===== config.mk =====
export PLATFORM = sky130hd
export DESIGN_NAME = qvr_sum
export DESIGN_NICKNAME = d
export VERILOG_FILES = /design/src/rtl/quaternion_vector_rotate_assert.svh /design/src/rtl/qvr_pkg.sv /design/src/rtl/qvr_sum.sv
export SDC_FILE = /design/constraint.sdc
export NUM_CORES = 2
export LEC_CHECK = 0
export BUFFER_PORTS_ARGS = -buffer_cell sky130_fd_sc_hd__buf_2
export CORE_AREA = 2 2 383 385
export CTS_BUF_LIST = sky130_fd_sc_hd__clkbuf_8
export CTS_CLUSTER_SIZE = 12
export DETAILED_ROUTE_END_ITERATION = 10
export DIE_AREA = 0 0 385 387
export PLACE_DENSITY_LB_ADDON = 0.08
export SETUP_SLACK_MARGIN = 0.02
export SYNTH_ARGS = -nofsm -noshare
export SYNTH_HDL_FRONTEND = slang
export SYNTH_SLANG_ARGS = --single-unit

===== constraint.sdc =====
create_clock -name clock -period 4.8 [get_ports clock]
set_input_delay 0 -clock clock [delete_from_list [all_inputs] [get_ports clock]]
set_output_delay 0 -clock clock [all_outputs]
set_load 0.02 [all_outputs]

===== src/rtl/quaternion_vector_rotate_assert.svh =====
// ============================================================================
// quaternion_vector_rotate_assert.svh - assertion macros
// Clocked concurrent checks on clock, disabled while reset is high.
// ============================================================================
`ifndef QUATERNION_VECTOR_ROTATE_ASSERT_SVH
`define QUATERNION_VECTOR_ROTATE_ASSERT_SVH

// Check cons in the same cycle as cond.
`define QVR_ASSERT_NOW(name, cond, cons, msg) \
   name: assert property (@(posedge clock) disable iff (reset) (cond) |-> (cons)) \
      else $error(msg);

// Check cons in the cycle after cond.
`define QVR_ASSERT_NEXT(name, cond, cons, msg) \
   name: assert property (@(posedge clock) disable iff (reset) (cond) |=> (cons)) \
      else $error(msg);

`endif


===== src/rtl/qvr_pkg.sv =====
// ============================================================================
// qvr_pkg - shared types and constants of the quaternion vector rotator
// Field widths, internal arithmetic widths, register indexes, pipeline types.
// ============================================================================
package qvr_pkg;

   localparam int COORD_W   = 24;               // vector coordinate width
   localparam int QUAT_W    = 16;               // quaternion component, Q2.14
   localparam int QPROD_W   = 2 * QUAT_W;       // product of two components
   localparam int COEF_W    = QPROD_W + 1;      // matrix entry, Q5.28
   localparam int CL_W      = 16;               // low (unsigned) slice of an entry
   localparam int CH_W      = COEF_W - CL_W;    // high (signed) slice of an entry
   localparam int PH_W      = CH_W + COORD_W;   // high partial product
   localparam int PL_W      = CL_W + 1 + COORD_W; // low partial product
   localparam int HSUM_W    = PH_W + 2;
   localparam int ROUND_POS = 26;               // half of one output LSB
   localparam int FRAC_SHIFT = 27;              // Q28 scale, times two
   localparam int LSUM_W    = (PL_W + 2 > ROUND_POS + 2) ? PL_W + 2 : ROUND_POS + 2;
   localparam int TOT_W     = ((HSUM_W + CL_W > LSUM_W) ? HSUM_W + CL_W : LSUM_W) + 1;
   localparam int TERM_W    = TOT_W - FRAC_SHIFT;
   localparam int SAT_W     = TERM_W + 1;

   localparam int NUM_STAGES    = 5;
   localparam int SETTLE_CYCLES = 2;
   localparam int SETTLE_W      = $clog2(SETTLE_CYCLES + 1);

   localparam int CSR_IDX_W = 8;
   localparam int TDATA_W   = ((3 * COORD_W + 7) / 8) * 8;

   typedef logic signed [QUAT_W-1:0]  quat_type;
   typedef logic signed [COORD_W-1:0] coord_type;
   typedef logic signed [COEF_W-1:0]  coef_type;
   typedef logic signed [PH_W-1:0]    ph_type;
   typedef logic signed [PL_W-1:0]    pl_type;
   typedef logic signed [HSUM_W-1:0]  hsum_type;
   typedef logic signed [LSUM_W-1:0]  lsum_type;
   typedef logic signed [TERM_W-1:0]  term_type;

   typedef coord_type vec_type      [3];
   typedef coef_type  coef_mat_type [3][3];
   typedef ph_type    ph_mat_type   [3][3];
   typedef pl_type    pl_mat_type   [3][3];
   typedef hsum_type  hsum_vec_type [3];
   typedef lsum_type  lsum_vec_type [3];
   typedef term_type  term_vec_type [3];

   typedef struct packed {
      logic [NUM_STAGES-1:0] load;   // stage k takes a new beat (or a bubble)
   } pipe_ctl_type;

   typedef enum logic [CSR_IDX_W-1:0] {
      REG_QUAT_W = CSR_IDX_W'(0),
      REG_QUAT_X = CSR_IDX_W'(1),
      REG_QUAT_Y = CSR_IDX_W'(2),
      REG_QUAT_Z = CSR_IDX_W'(3)
   } csr_reg_type;

   localparam quat_type QUAT_W_RESET = QUAT_W'(16384);
   localparam quat_type QUAT_V_RESET = QUAT_W'(0);

   localparam lsum_type  ROUND_HALF = LSUM_W'(1) << ROUND_POS;
   localparam coord_type COORD_HI   = COORD_W'((64'sd1 <<< (COORD_W - 1)) - 64'sd1);
   localparam coord_type COORD_LO   = COORD_W'(-(64'sd1 <<< (COORD_W - 1)));

endpackage


===== src/rtl/qvr_sum.sv =====
// ============================================================================
// qvr_sum - row accumulation and rounding
// Adds the partial products of each row, then joins the high and low sums
// and drops the fraction, rounding half up.
// ============================================================================
module qvr_sum (
   input  logic                  clock,
   input  qvr_pkg::pipe_ctl_type ctl,
   input  qvr_pkg::ph_mat_type   ph,
   input  qvr_pkg::pl_mat_type   pl,
   input  qvr_pkg::vec_type      vec_in,
   output qvr_pkg::term_vec_type term,
   output qvr_pkg::vec_type      vec_out
);
   import qvr_pkg::*;

   hsum_vec_type hsum_ff;
   lsum_vec_type lsum_ff;
   term_vec_type term_ff;
   vec_type      v3_ff, v4_ff;
   logic signed [TOT_W-1:0] total [3];

   always_comb begin
      for (int i = 0; i < 3; i++) begin
         total[i] = (TOT_W'(hsum_ff[i]) <<< CL_W) + TOT_W'(lsum_ff[i]);
      end
   end

   always_ff @(posedge clock) begin
      if (ctl.load[2]) begin
         v3_ff <= vec_in;
         for (int i = 0; i < 3; i++) begin
            hsum_ff[i] <= HSUM_W'(ph[i][0]) + HSUM_W'(ph[i][1]) + HSUM_W'(ph[i][2]);
            // fold in the rounding half here, where the adder has room
            lsum_ff[i] <= LSUM_W'(pl[i][0]) + LSUM_W'(pl[i][1]) + LSUM_W'(pl[i][2])
                          + ROUND_HALF;
         end
      end
      if (ctl.load[3]) begin
         v4_ff <= v3_ff;
         for (int i = 0; i < 3; i++) begin
            term_ff[i] <= total[i][TOT_W-1:FRAC_SHIFT];
         end
      end
   end

   assign term    = term_ff;
   assign vec_out = v4_ff;

endmodule


==> impl_metrics.json <==
{
  "status": "finished, final reports clean",
  "ys_ff_latch": 453,
  "end_kind": "flop",
  "drc_errors": 0,
  "synth_common_cells": "inv_1 (571), ha_1 (489), edfxtp_1 (453)",
  "worst_slew_pin_slew_ns": 0.861,
  "path_cells": "dlygate4sd3_1 -> buf_2 -> fa_1 -> dlygate4sd3_1 -> ha_1 -> fa_1 -> a211oi_1 -> o21a_1 -> o21ai_1 -> a21oi_2 -> o31a_1 -> o211ai_1 -> o221a_2 -> o211ai_1 -> a211o_1 -> o311ai_1",
  "max_freq_ghz": 0.216,
  "clk_latency_ns": 0.76,
  "netlist_area_um2": 37500,
  "cp-start-kind": "primary input",
  "relSlewSlack_pct": 42.2,
  "synth_top_area_share_pct": 36.2,
  "gp_congestion": 0.843,
  "synth_ff_type": "edfxtp_1",
  "placementRows": 140,
  "synth.avg_cell_area_um2": 10.9,
  "cts_root_buf": "clkbuf_8",
  "die_y_um": 387,
  "cp_slowest_cell": "o21ai_1",
  "synthCells": 3458,
  "io_buffers": 983,
  "yosysWarnings": 0,
  "die-area_um2": 149000,
  "stdcell_area_um2": 50700,
  "post_cts_buffers": 0,
  "whs_path_depth": 4,
  "clkSlewWorstSetupHoldPaths_ns": 0.06,
  "ir_drop_v": 0.000178,
  "pin_count": 987,
  "ant_nets": 0,
  "cp_max_fo": 4,
  "synth.most_common_cell": "inv_1",
  "core-area_um2": 145000,
  "drt-wirelength-per-cell_um": 19.2,
  "p_per_area_nw_per_um2": 440,
  "regArea_um2": 13600,
  "skew_ns": 0.0518,
  "path_class": "in2reg",
  "ys_seq_area_share_pct": 36.2,
  "cellLeakagePower_uw": 0.0243,
  "ys_types": 80,
  "post_drt_via_cell_ratio": 4.42,
  "place_area_um2": 44900,
  "r2r_cells": 11,
  "syn-num-nets": 5009,
  "whs_ns": 0.0838,
  "n_fill_cell": 15000,
  "drt_first_iter_violations": 1079,
  "cts_buffers": 95,
  "fin_crit_ns": 4.64,
  "async_flop_share_pct": 0,
  "synth_edf_count": 453,
  "finalHoldViolCount": 0,
  "cp.required_ns": 5.36,
  "final_nets": 6484,
  "tritoncts": "yes",
  "grt_pass1_wl_um": 197000,
  "rsz0062_at_grt": "false",
  "antenna_found_initial": 11,
  "worst_ep_arrival_time_ns": 5.20,
  "fin_setup_tns_ns": 0,
  "cts.path.max_buffers": 3,
  "cts.sinks": 453,
  "power_uw": 22300,
  "grt_max_degree": 127,
  "synth_area_leaders": "edfxtp_1 (36%), ha_1 (16%), fa_1 (13%), inv_1 (5.7%), xnor2_1 (4.0%)",
  "htreeDepth": 3,
  "area.growth.synth_to_final_pct": 35.1,
  "finalMaxSlewViolations": 0,
  "cap_violations": 0,
  "synth_top_area_cell": "edfxtp_1",
  "drive_gt1_share_pct": 23.0,
  "max_stage_delay_ns": 0.68,
  "grt-ovfl-total": 0,
  "fp.dieW_um": 385,
  "setup_viol": 0,
  "grt_pass1_vias": 33100,
  "period_share_pct": 96.7,
  "grt_usage_pct": 17.6,
  "drtPass1Iterations": 5,
  "dpl.hpwl_um": 110000,
  "start_util_pct": 25.9,
  "routed_wirelength_um": 133000,
  "vias": 30600,
  "min_path_type": "in2reg",
  "multi_input_area_um2": 21700
}
[critical path: cells and delay by family]
family	cells	cell delay (ns)
fa+ha+maj	3	1.04
compound gates	10	2.94
buf+inv	3	1.21
[report_power, final]
group | internal, uW | total (uW) | leakage [uW] | switching [uW]
sequential | 6160 | 6630 | 0.00443 | 467
combinational | 5010 | 11900 | 0.0189 | 6870
clock | 1900 | 3810 | 0.000986 | 1910
[per-stage QoR]
stage	worst slack (ns)	utilization, %	instances
final	0.160	35.0	6928
after global routing	0.0348	35.0	6928
after CTS	0.0700	35.0	6922
after detailed placement	0.341	31.0	6341
after global placement	0.365	31.0	6341
after floorplan	1.40	-	3458
[cell families after synthesis]
group                      count (synthesis)  synth area share [%]
and+or+nand+nor                          563                  7.45
xor gates and xnor gates                 265                  6.18
adders and majority gates                735                  29.4
muxes                                      5                 0.140
AOI/OAI and AO/OA                        836                  14.6
DFF                                      453                  36.2
buffers and inverters                    601                  6.01
[sequential cells by signal, summed over array words and instances (netlist names)]
signal / count
v3_ff: 72
hsum_ff: 129
vec_out: 72
term: 99
lsum_ff: 81
[worst paths after layout]
| kind | slack, ns | endpoint | startpoint |
|---|---|---|---|
| setup / recovery | 0.16 | hsum_ff[0][35]$_DFFE_PP_ | ph[329] |
| hold / removal | 0.08 | hsum_ff[0][100]$_DFFE_PP_ | ph[96] |
| setup reg to reg | 1.06 | term[24]$_DFFE_PP_ | hsum_ff[0][88]$_DFFE_PP_ |
| hold reg to reg | 0.40 | vec_out[38]$_DFFE_PP_ | v3_ff[38]$_DFFE_PP_ |
[cell type report]
class | count | area share [%]
diodes | 6 | 0.0296
clock buffers | 96 | 2.61
clock inverters | 73 | 0.674
inverters | 571 | 4.23
multi-input cells | 2404 | 42.8
flip-flops and latches | 453 | 26.8
well taps | 1917 | 4.73
repair buffers | 1408 | 18.1
[repair_timing]
item	CTS	global route
setup endpoints to repair	0	7
resized for setup	0	5
hold endpoints to repair	339	0
hold buffers	412	0
[metal layers]
metal / GRT usage, % / vias to the layer above / part of all wire, %
li1: - / 15200 / -
met3: 3.85 / 174 / 5.7
met2: 31.2 / 799 / 49
met4: 4.87 / 6 / 2.8
met1: 21.2 / 14500 / 42
met5: 0 / - / 0.028
[layout by cell type, fill, tap and decap left out, types with 8 or more instances in the layout]
master,Yosys,layout
buf_2,0,981
inv_1,571,607
ha_1,489,489
edfxtp_1,453,453
dlygate4sd3_1,0,412
a21oi_1,272,269
fa_1,246,246
xnor2_1,173,173
a21o_1,156,156
nor2_1,143,143
nand2_1,121,121
o21ai_0,120,120
clkbuf_8,0,97
xor2_1,92,92
nand3_1,57,57
nor2b_1,50,50
o21a_1,42,42
nand4_1,39,39
o21bai_1,38,38
nor3_1,33,33
and3_1,32,32
nand2b_1,31,31
a31oi_1,27,26
o211ai_1,25,25
clkinv_1,0,24
a211oi_1,22,21
and2_1,14,14
o21ai_1,13,13
and4_1,11,11
a211o_1,11,11
buf_4,0,11
or3_1,9,9
a2111oi_0,8,8
a31o_2,8,8
(Power assumes the default switching activity.)
