$ cat src/rtl/quaternion_vector_rotate_assert.svh
// ============================================================================
// quaternion_vector_rotate_assert.svh - assertion macros
// Clocked concurrent checks on clock, disabled while reset is high.
// ============================================================================
`ifndef QUATERNION_VECTOR_ROTATE_ASSERT_SVH
`define QUATERNION_VECTOR_ROTATE_ASSERT_SVH

// Check cons in the same cycle as cond.
`define QVR_ASSERT_NOW(name, cond, cons, msg) \
   name: assert property (@(posedge clock) disable iff (reset) (cond) |-> (cons)) \
      else $error(msg);

// Check cons in the cycle after cond.
`define QVR_ASSERT_NEXT(name, cond, cons, msg) \
   name: assert property (@(posedge clock) disable iff (reset) (cond) |=> (cons)) \
      else $error(msg);

`endif

$ cat src/rtl/qvr_pkg.sv
// ============================================================================
// qvr_pkg - shared types and constants of the quaternion vector rotator
// Field widths, internal arithmetic widths, register indexes, pipeline types.
// ============================================================================
package qvr_pkg;

   localparam int COORD_W   = 24;               // vector coordinate width
   localparam int QUAT_W    = 16;               // quaternion component, Q2.14
   localparam int QPROD_W   = 2 * QUAT_W;       // product of two components
   localparam int COEF_W    = QPROD_W + 1;      // matrix entry, Q5.28
   localparam int CL_W      = 16;               // low (unsigned) slice of an entry
   localparam int CH_W      = COEF_W - CL_W;    // high (signed) slice of an entry
   localparam int PH_W      = CH_W + COORD_W;   // high partial product
   localparam int PL_W      = CL_W + 1 + COORD_W; // low partial product
   localparam int HSUM_W    = PH_W + 2;
   localparam int ROUND_POS = 26;               // half of one output LSB
   localparam int FRAC_SHIFT = 27;              // Q28 scale, times two
   localparam int LSUM_W    = (PL_W + 2 > ROUND_POS + 2) ? PL_W + 2 : ROUND_POS + 2;
   localparam int TOT_W     = ((HSUM_W + CL_W > LSUM_W) ? HSUM_W + CL_W : LSUM_W) + 1;
   localparam int TERM_W    = TOT_W - FRAC_SHIFT;
   localparam int SAT_W     = TERM_W + 1;

   localparam int NUM_STAGES    = 5;
   localparam int SETTLE_CYCLES = 2;
   localparam int SETTLE_W      = $clog2(SETTLE_CYCLES + 1);

   localparam int CSR_IDX_W = 8;
   localparam int TDATA_W   = ((3 * COORD_W + 7) / 8) * 8;

   typedef logic signed [QUAT_W-1:0]  quat_type;
   typedef logic signed [COORD_W-1:0] coord_type;
   typedef logic signed [COEF_W-1:0]  coef_type;
   typedef logic signed [PH_W-1:0]    ph_type;
   typedef logic signed [PL_W-1:0]    pl_type;
   typedef logic signed [HSUM_W-1:0]  hsum_type;
   typedef logic signed [LSUM_W-1:0]  lsum_type;
   typedef logic signed [TERM_W-1:0]  term_type;

   typedef coord_type vec_type      [3];
   typedef coef_type  coef_mat_type [3][3];
   typedef ph_type    ph_mat_type   [3][3];
   typedef pl_type    pl_mat_type   [3][3];
   typedef hsum_type  hsum_vec_type [3];
   typedef lsum_type  lsum_vec_type [3];
   typedef term_type  term_vec_type [3];

   typedef struct packed {
      logic [NUM_STAGES-1:0] load;   // stage k takes a new beat (or a bubble)
   } pipe_ctl_type;

   typedef enum logic [CSR_IDX_W-1:0] {
      REG_QUAT_W = CSR_IDX_W'(0),
      REG_QUAT_X = CSR_IDX_W'(1),
      REG_QUAT_Y = CSR_IDX_W'(2),
      REG_QUAT_Z = CSR_IDX_W'(3)
   } csr_reg_type;

   localparam quat_type QUAT_W_RESET = QUAT_W'(16384);
   localparam quat_type QUAT_V_RESET = QUAT_W'(0);

   localparam lsum_type  ROUND_HALF = LSUM_W'(1) << ROUND_POS;
   localparam coord_type COORD_HI   = COORD_W'((64'sd1 <<< (COORD_W - 1)) - 64'sd1);
   localparam coord_type COORD_LO   = COORD_W'(-(64'sd1 <<< (COORD_W - 1)));

endpackage

$ cat src/rtl/qvr_sat.sv
// ============================================================================
// qvr_sat - final add and saturation
// Adds the rotation term to the original coordinate, clamps to the
// coordinate range and flags any clamp.
// ============================================================================
module qvr_sat (
   input  logic                  clock,
   input  qvr_pkg::pipe_ctl_type ctl,
   input  qvr_pkg::term_vec_type term,
   input  qvr_pkg::vec_type      vec_in,
   output qvr_pkg::vec_type      rot,
   output logic                  clipped
);
   import qvr_pkg::*;

   localparam logic signed [SAT_W-1:0] SAT_HI = SAT_W'(COORD_HI);
   localparam logic signed [SAT_W-1:0] SAT_LO = SAT_W'(COORD_LO);

   logic signed [SAT_W-1:0] sum [3];
   coord_type  rot_in [3];
   logic [2:0] clip_in;
   vec_type    rot_ff;
   logic       clip_ff;

   always_comb begin
      for (int i = 0; i < 3; i++) begin
         sum[i] = SAT_W'(term[i]) + SAT_W'(vec_in[i]);
         if (sum[i] > SAT_HI) begin
            rot_in[i]  = COORD_HI;
            clip_in[i] = 1'b1;
         end else if (sum[i] < SAT_LO) begin
            rot_in[i]  = COORD_LO;
            clip_in[i] = 1'b1;
         end else begin
            rot_in[i]  = sum[i][COORD_W-1:0];
            clip_in[i] = 1'b0;
         end
      end
   end

   always_ff @(posedge clock) begin
      if (ctl.load[4]) begin
         rot_ff  <= rot_in;
         clip_ff <= |clip_in;
      end
   end

   assign rot     = rot_ff;
   assign clipped = clip_ff;

endmodule

$ cat config.mk
export PLATFORM = sky130hd
export DESIGN_NAME = qvr_sat
export DESIGN_NICKNAME = d
export VERILOG_FILES = /design/src/rtl/quaternion_vector_rotate_assert.svh /design/src/rtl/qvr_pkg.sv /design/src/rtl/qvr_sat.sv
export SDC_FILE = /design/constraint.sdc
export NUM_CORES = 1
export LEC_CHECK = 0
export ABC_AREA = 1
export BUFFER_PORTS_ARGS = -buffer_cell sky130_fd_sc_hd__buf_2
export CORE_ASPECT_RATIO = 0.6
export CORE_UTILIZATION = 35
export DETAILED_ROUTE_END_ITERATION = 8
export GPL_ROUTABILITY_DRIVEN = 0
export SETUP_SLACK_MARGIN = 0.05
export SLEW_MARGIN = 10
export SYNTH_ARGS = -nofsm -noshare
export SYNTH_HDL_FRONTEND = slang
export SYNTH_SLANG_ARGS = --single-unit
$ cat constraint.sdc
create_clock -name clock -period 7.45 [get_ports clock]
set_input_delay 1.49 -clock clock [delete_from_list [all_inputs] [get_ports clock]]
set_output_delay 1.49 -clock clock [all_outputs]
set_load 0.02 [all_outputs]
==> PnR_summary.wiki <==
{| class="wikitable"
! Metric !! Value
|-
| Result of the run || finished clean
|-
| Share of the core filled with cells || 0.428
|-
| Distinct cell type count of the synthesized netlist || 39
|-
| Top-level port count || 250
|-
| Fin worst setup slack || 3.06 ns
|-
| Peak Freq || 228 MHz
|-
| Die area || 30,800 um^2
|-
| Average vias per placed instance || about 5
|-
| FP Rows || 48
|-
| Layout cell share with drive strength beyond 1 || 0.178
|-
| Syn Inst Count || between 1,500 and 2,000
|-
| Post-Synthesis Cell Area || 10,500 um^2
|-
| Number of synthesis warnings || 0
|-
| Number of nets in the layout || 2,241
|-
| Number of setup violations in the final report || 0
|-
| Dominant cell type by area after synthesis || nand2_1
|-
| Areal power density over the cells || 177 nW/um^2
|-
| Number of enable flip-flop cells after synthesis || 73
|-
| Area occupied by multi-input gates || roughly 7200 um^2
|-
| Initial detailed-routing violation count || roughly 1,000
|-
| Async set-or-reset flop fraction in the synthesized netlist || 0
|-
| Number of antenna-violating nets in the routed design || 0
|-
| Portion of synthesized cell area occupied by the leading cell type || 0.244
|-
| Net count of the mapped netlist || 1,996
|-
| Setup repair after global routing missed its margin || false
|-
| Vias in the first global route || 10,500
|-
| Sequential Area || 2190 um^2
|-
| Placeable core area || 29,100 um^2
|-
| Syn_area_per_cell || 6.13 um^2
|-
| Critical Path AT || 4.49 ns
|-
| Data required, critical path || 7.55 ns
|-
| Fill cells || 3,125
|-
| Initial antenna violation count || 2
|-
| Fraction of the cycle the final worst path needs || 0.589
|-
| TritonCTS clock tree || built
|-
| Number of design rule violations left after detail routing || 0
|-
| H-Tree Level Count || 3
|-
| Kind of end point of the critical path || register
|-
| GRT Util Overall || 0.238
|-
| Category of the most critical setup path || in2reg
|-
| Number of buffers created by CTS || 9
|-
| Minimum setup slack after placement || 2.76 ns
|-
| Horizontal die dimension || approximately 230 um
|-
| Clock-pin slew on the worst setup and hold paths || 0.06 ns
|-
| Total clock sinks || 73
|-
| Port buffer count || 245
|-
| Remaining max-slew budget at the tightest pin || 0.296
|-
| Overflow after GRT || 0
|-
| Wire length of the first global-routing pass || 56,100 um
|-
| Number of synthesized register bits || 73
|-
| Worst min-delay path class || in2reg
|-
| Number of search-and-repair iterations in the first detailed-routing pass || 5
|-
| WL final || 36,700 um
|-
| Setup_tns || 0 ns
|-
| Placement-stage cell area || between 10,000 and 15,000 um^2
|-
| Number of max-cap violations || 0
|-
| Maximum number of pins on one net before global-route repair || 74
|-
| Total Power || 0.00221 W
|-
| Final count of hold timing violations || 0
|-
| Min-delay src || vec_in[0]
|-
| Cells taking the most area after synthesis || nand2_1, edfxtp_1, ha_1, inv_1, nor2_1
|-
| Number of hold-repair buffers added at the cts stage || 0
|-
| Startpoint types || primary input
|-
| Minimum clock period || 4.39 ns
|-
| Wire per inst || 15.5 um
|-
| Prevailing post-synth register cell || edfxtp_1
|-
| Area growth syn-to-layout || 18.4%
|-
| Initial core utilization || 0.362
|-
| Post-CTS repair timing setup buffer count || 0
|-
| End point of the worst hold path || rot[0]$_SDFFCE_PN1P_
|-
| Highest ir drop seen on vdd || 0.000106 V
|-
| Maximum fanout encountered on the critical timing path || 24
|-
| Vertical die dimension || around 140 um
|-
| Fraction of the yosys area taken by sequential cells || 0.208
|-
| Post-cts gate resize count || 0
|-
| Clock Path Buffers || 2
|-
| Cell depth of the worst min-delay path || 4
|-
| CTS root buf || clkbuf_16
|-
| Final Max Tran Viols || 0
|-
| Via count of the routed design || 11,600
|-
| Slew of the pin with the lowest slew margin || 1.06 ns
|-
| Area of all placed cells without fillers || 12,500 um^2
|-
| Estimated wirelength of the detail-placed design || 31,000 um
|-
| CP Launch Point || term[66]
|-
| Leakage power total || 6.87 nW
|}
-- worst max path at each step --
| stage | to | slack [ns] | depth (start not counted) |
|---|---|---|---|
| after floorplan | rot[29]$_SDFFCE_PN1P_ | 3.79 | 17 |
| after global placement | clipped$_DFFE_PP_ | 2.77 | 19 |
| after detailed placement | clipped$_DFFE_PP_ | 2.76 | 19 |
| after CTS | clipped$_DFFE_PP_ | 3.13 | 19 |
| after global routing | clipped$_DFFE_PP_ | 2.81 | 19 |
| final | clipped$_DFFE_PP_ | 3.06 | 19 |
-- synth_stat cells (2+ instances only) --
cell type,n
nand2_1,684
inv_1,269
nor2_1,142
nand3_1,104
ha_1,99
a21oi_1,81
edfxtp_1,73
o21ai_2,40
xnor2_1,35
xor2_1,25
o21ai_0,24
nand2_2,17
a31oi_1,15
nand4_1,10
o21bai_1,10
buf_6,9
nand3b_1,9
nor3_1,9
and2_1,8
nor2_2,8
inv_2,6
nand3_2,5
and3_1,4
nor2_4,4
nor4_1,4
a21o_1,3
fa_1,3
or2_2,3
buf_4,2
nor3_2,2
xor2_2,2
-- layer usage --
layer  global-route usage  vias up  part of all wire
met5                    0        -                 0
met4               0.0442        0             0.015
met3               0.0646       34              0.11
met2                0.334      497              0.39
met1                0.358     5153              0.49
li1                     -     5923                 -
-- per-stage QoR --
| step | hold slack, ns | std cells |
|---|---|---|
| 5_1_grt | 1.57 | 2365 |
| 3_5_place_dp | 1.91 | 2351 |
| 3_3_place_gp | 1.88 | 2351 |
| 6_report | 1.56 | 2366 |
| 2_1_floorplan | 1.60 | 1717 |
| 4_1_cts | 1.53 | 2365 |
-- cells in the final DEF (no fill, tap or decap), types with 2 or more instances in the layout --
cell type	instances
a31oi_1	15
nor2_2	8
inv_2	6
o21ai_2	40
o21ai_0	24
and3_1	4
buf_4	2
nand4_1	10
inv_1	269
fa_1	3
nor3_2	2
nor2_1	142
buf_2	244
a21o_1	3
nand3_1	104
ha_1	99
nand3_2	5
nand2_2	17
xor2_2	2
xor2_1	25
nor2_4	4
edfxtp_1	73
nand2_1	684
or2_2	3
nor3_1	9
clkbuf_16	9
a21oi_1	81
bufinv_16	3
xnor2_1	35
nor4_1	4
and2_1	8
nand3b_1	9
o21bai_1	10
-- worst max-delay path, cell delays in order --
cell,delay (ns)
buf_2,0.10
ha_1,0.27
fa_1,0.49
nand3_1,0.13
nand3_1,0.21
nand2_1,0.13
nand2_1,0.11
nand2_1,0.07
nand2_1,0.14
nand2_1,0.17
nand3_1,0.09
nand2_1,0.08
nand2_1,0.06
nor2_1,0.11
nand3_1,0.10
nand2_2,0.45
nand2_1,0.10
nor2_1,0.12
nand2_1,0.06
-- state kept, by name, summed over array words and instances (netlist names) --
name / count
clipped: 1
rot: 72
-- area by class of cell --
cell class / count / area share
flip-flops and latches: 73 / 0.176
repair buffers: 246 / 0.0991
clock buffers: 9 / 0.0181
well taps: 400 / 0.0401
diodes: 1 / 0.000201
multi-input cells: 1356 / 0.575
inverters: 276 / 0.0831
clock inverters: 5 / 0.00853
-- kinds of logic after synthesis --
logic type | synth area share
buffers and inverters | 0.111
adders and majority gates | 0.123
and+or+nand+nor | 0.401
DFF | 0.208
xor gates and xnor gates | 0.0530
AOI/OAI and AO/OA | 0.103
-- power by group --
part	switching [W]	internal, W
Sequential	0.0000233	0.000560
Combinational	0.000743	0.000359
Clock	0.000195	0.000325
Power figures use the tool's default switching activity.
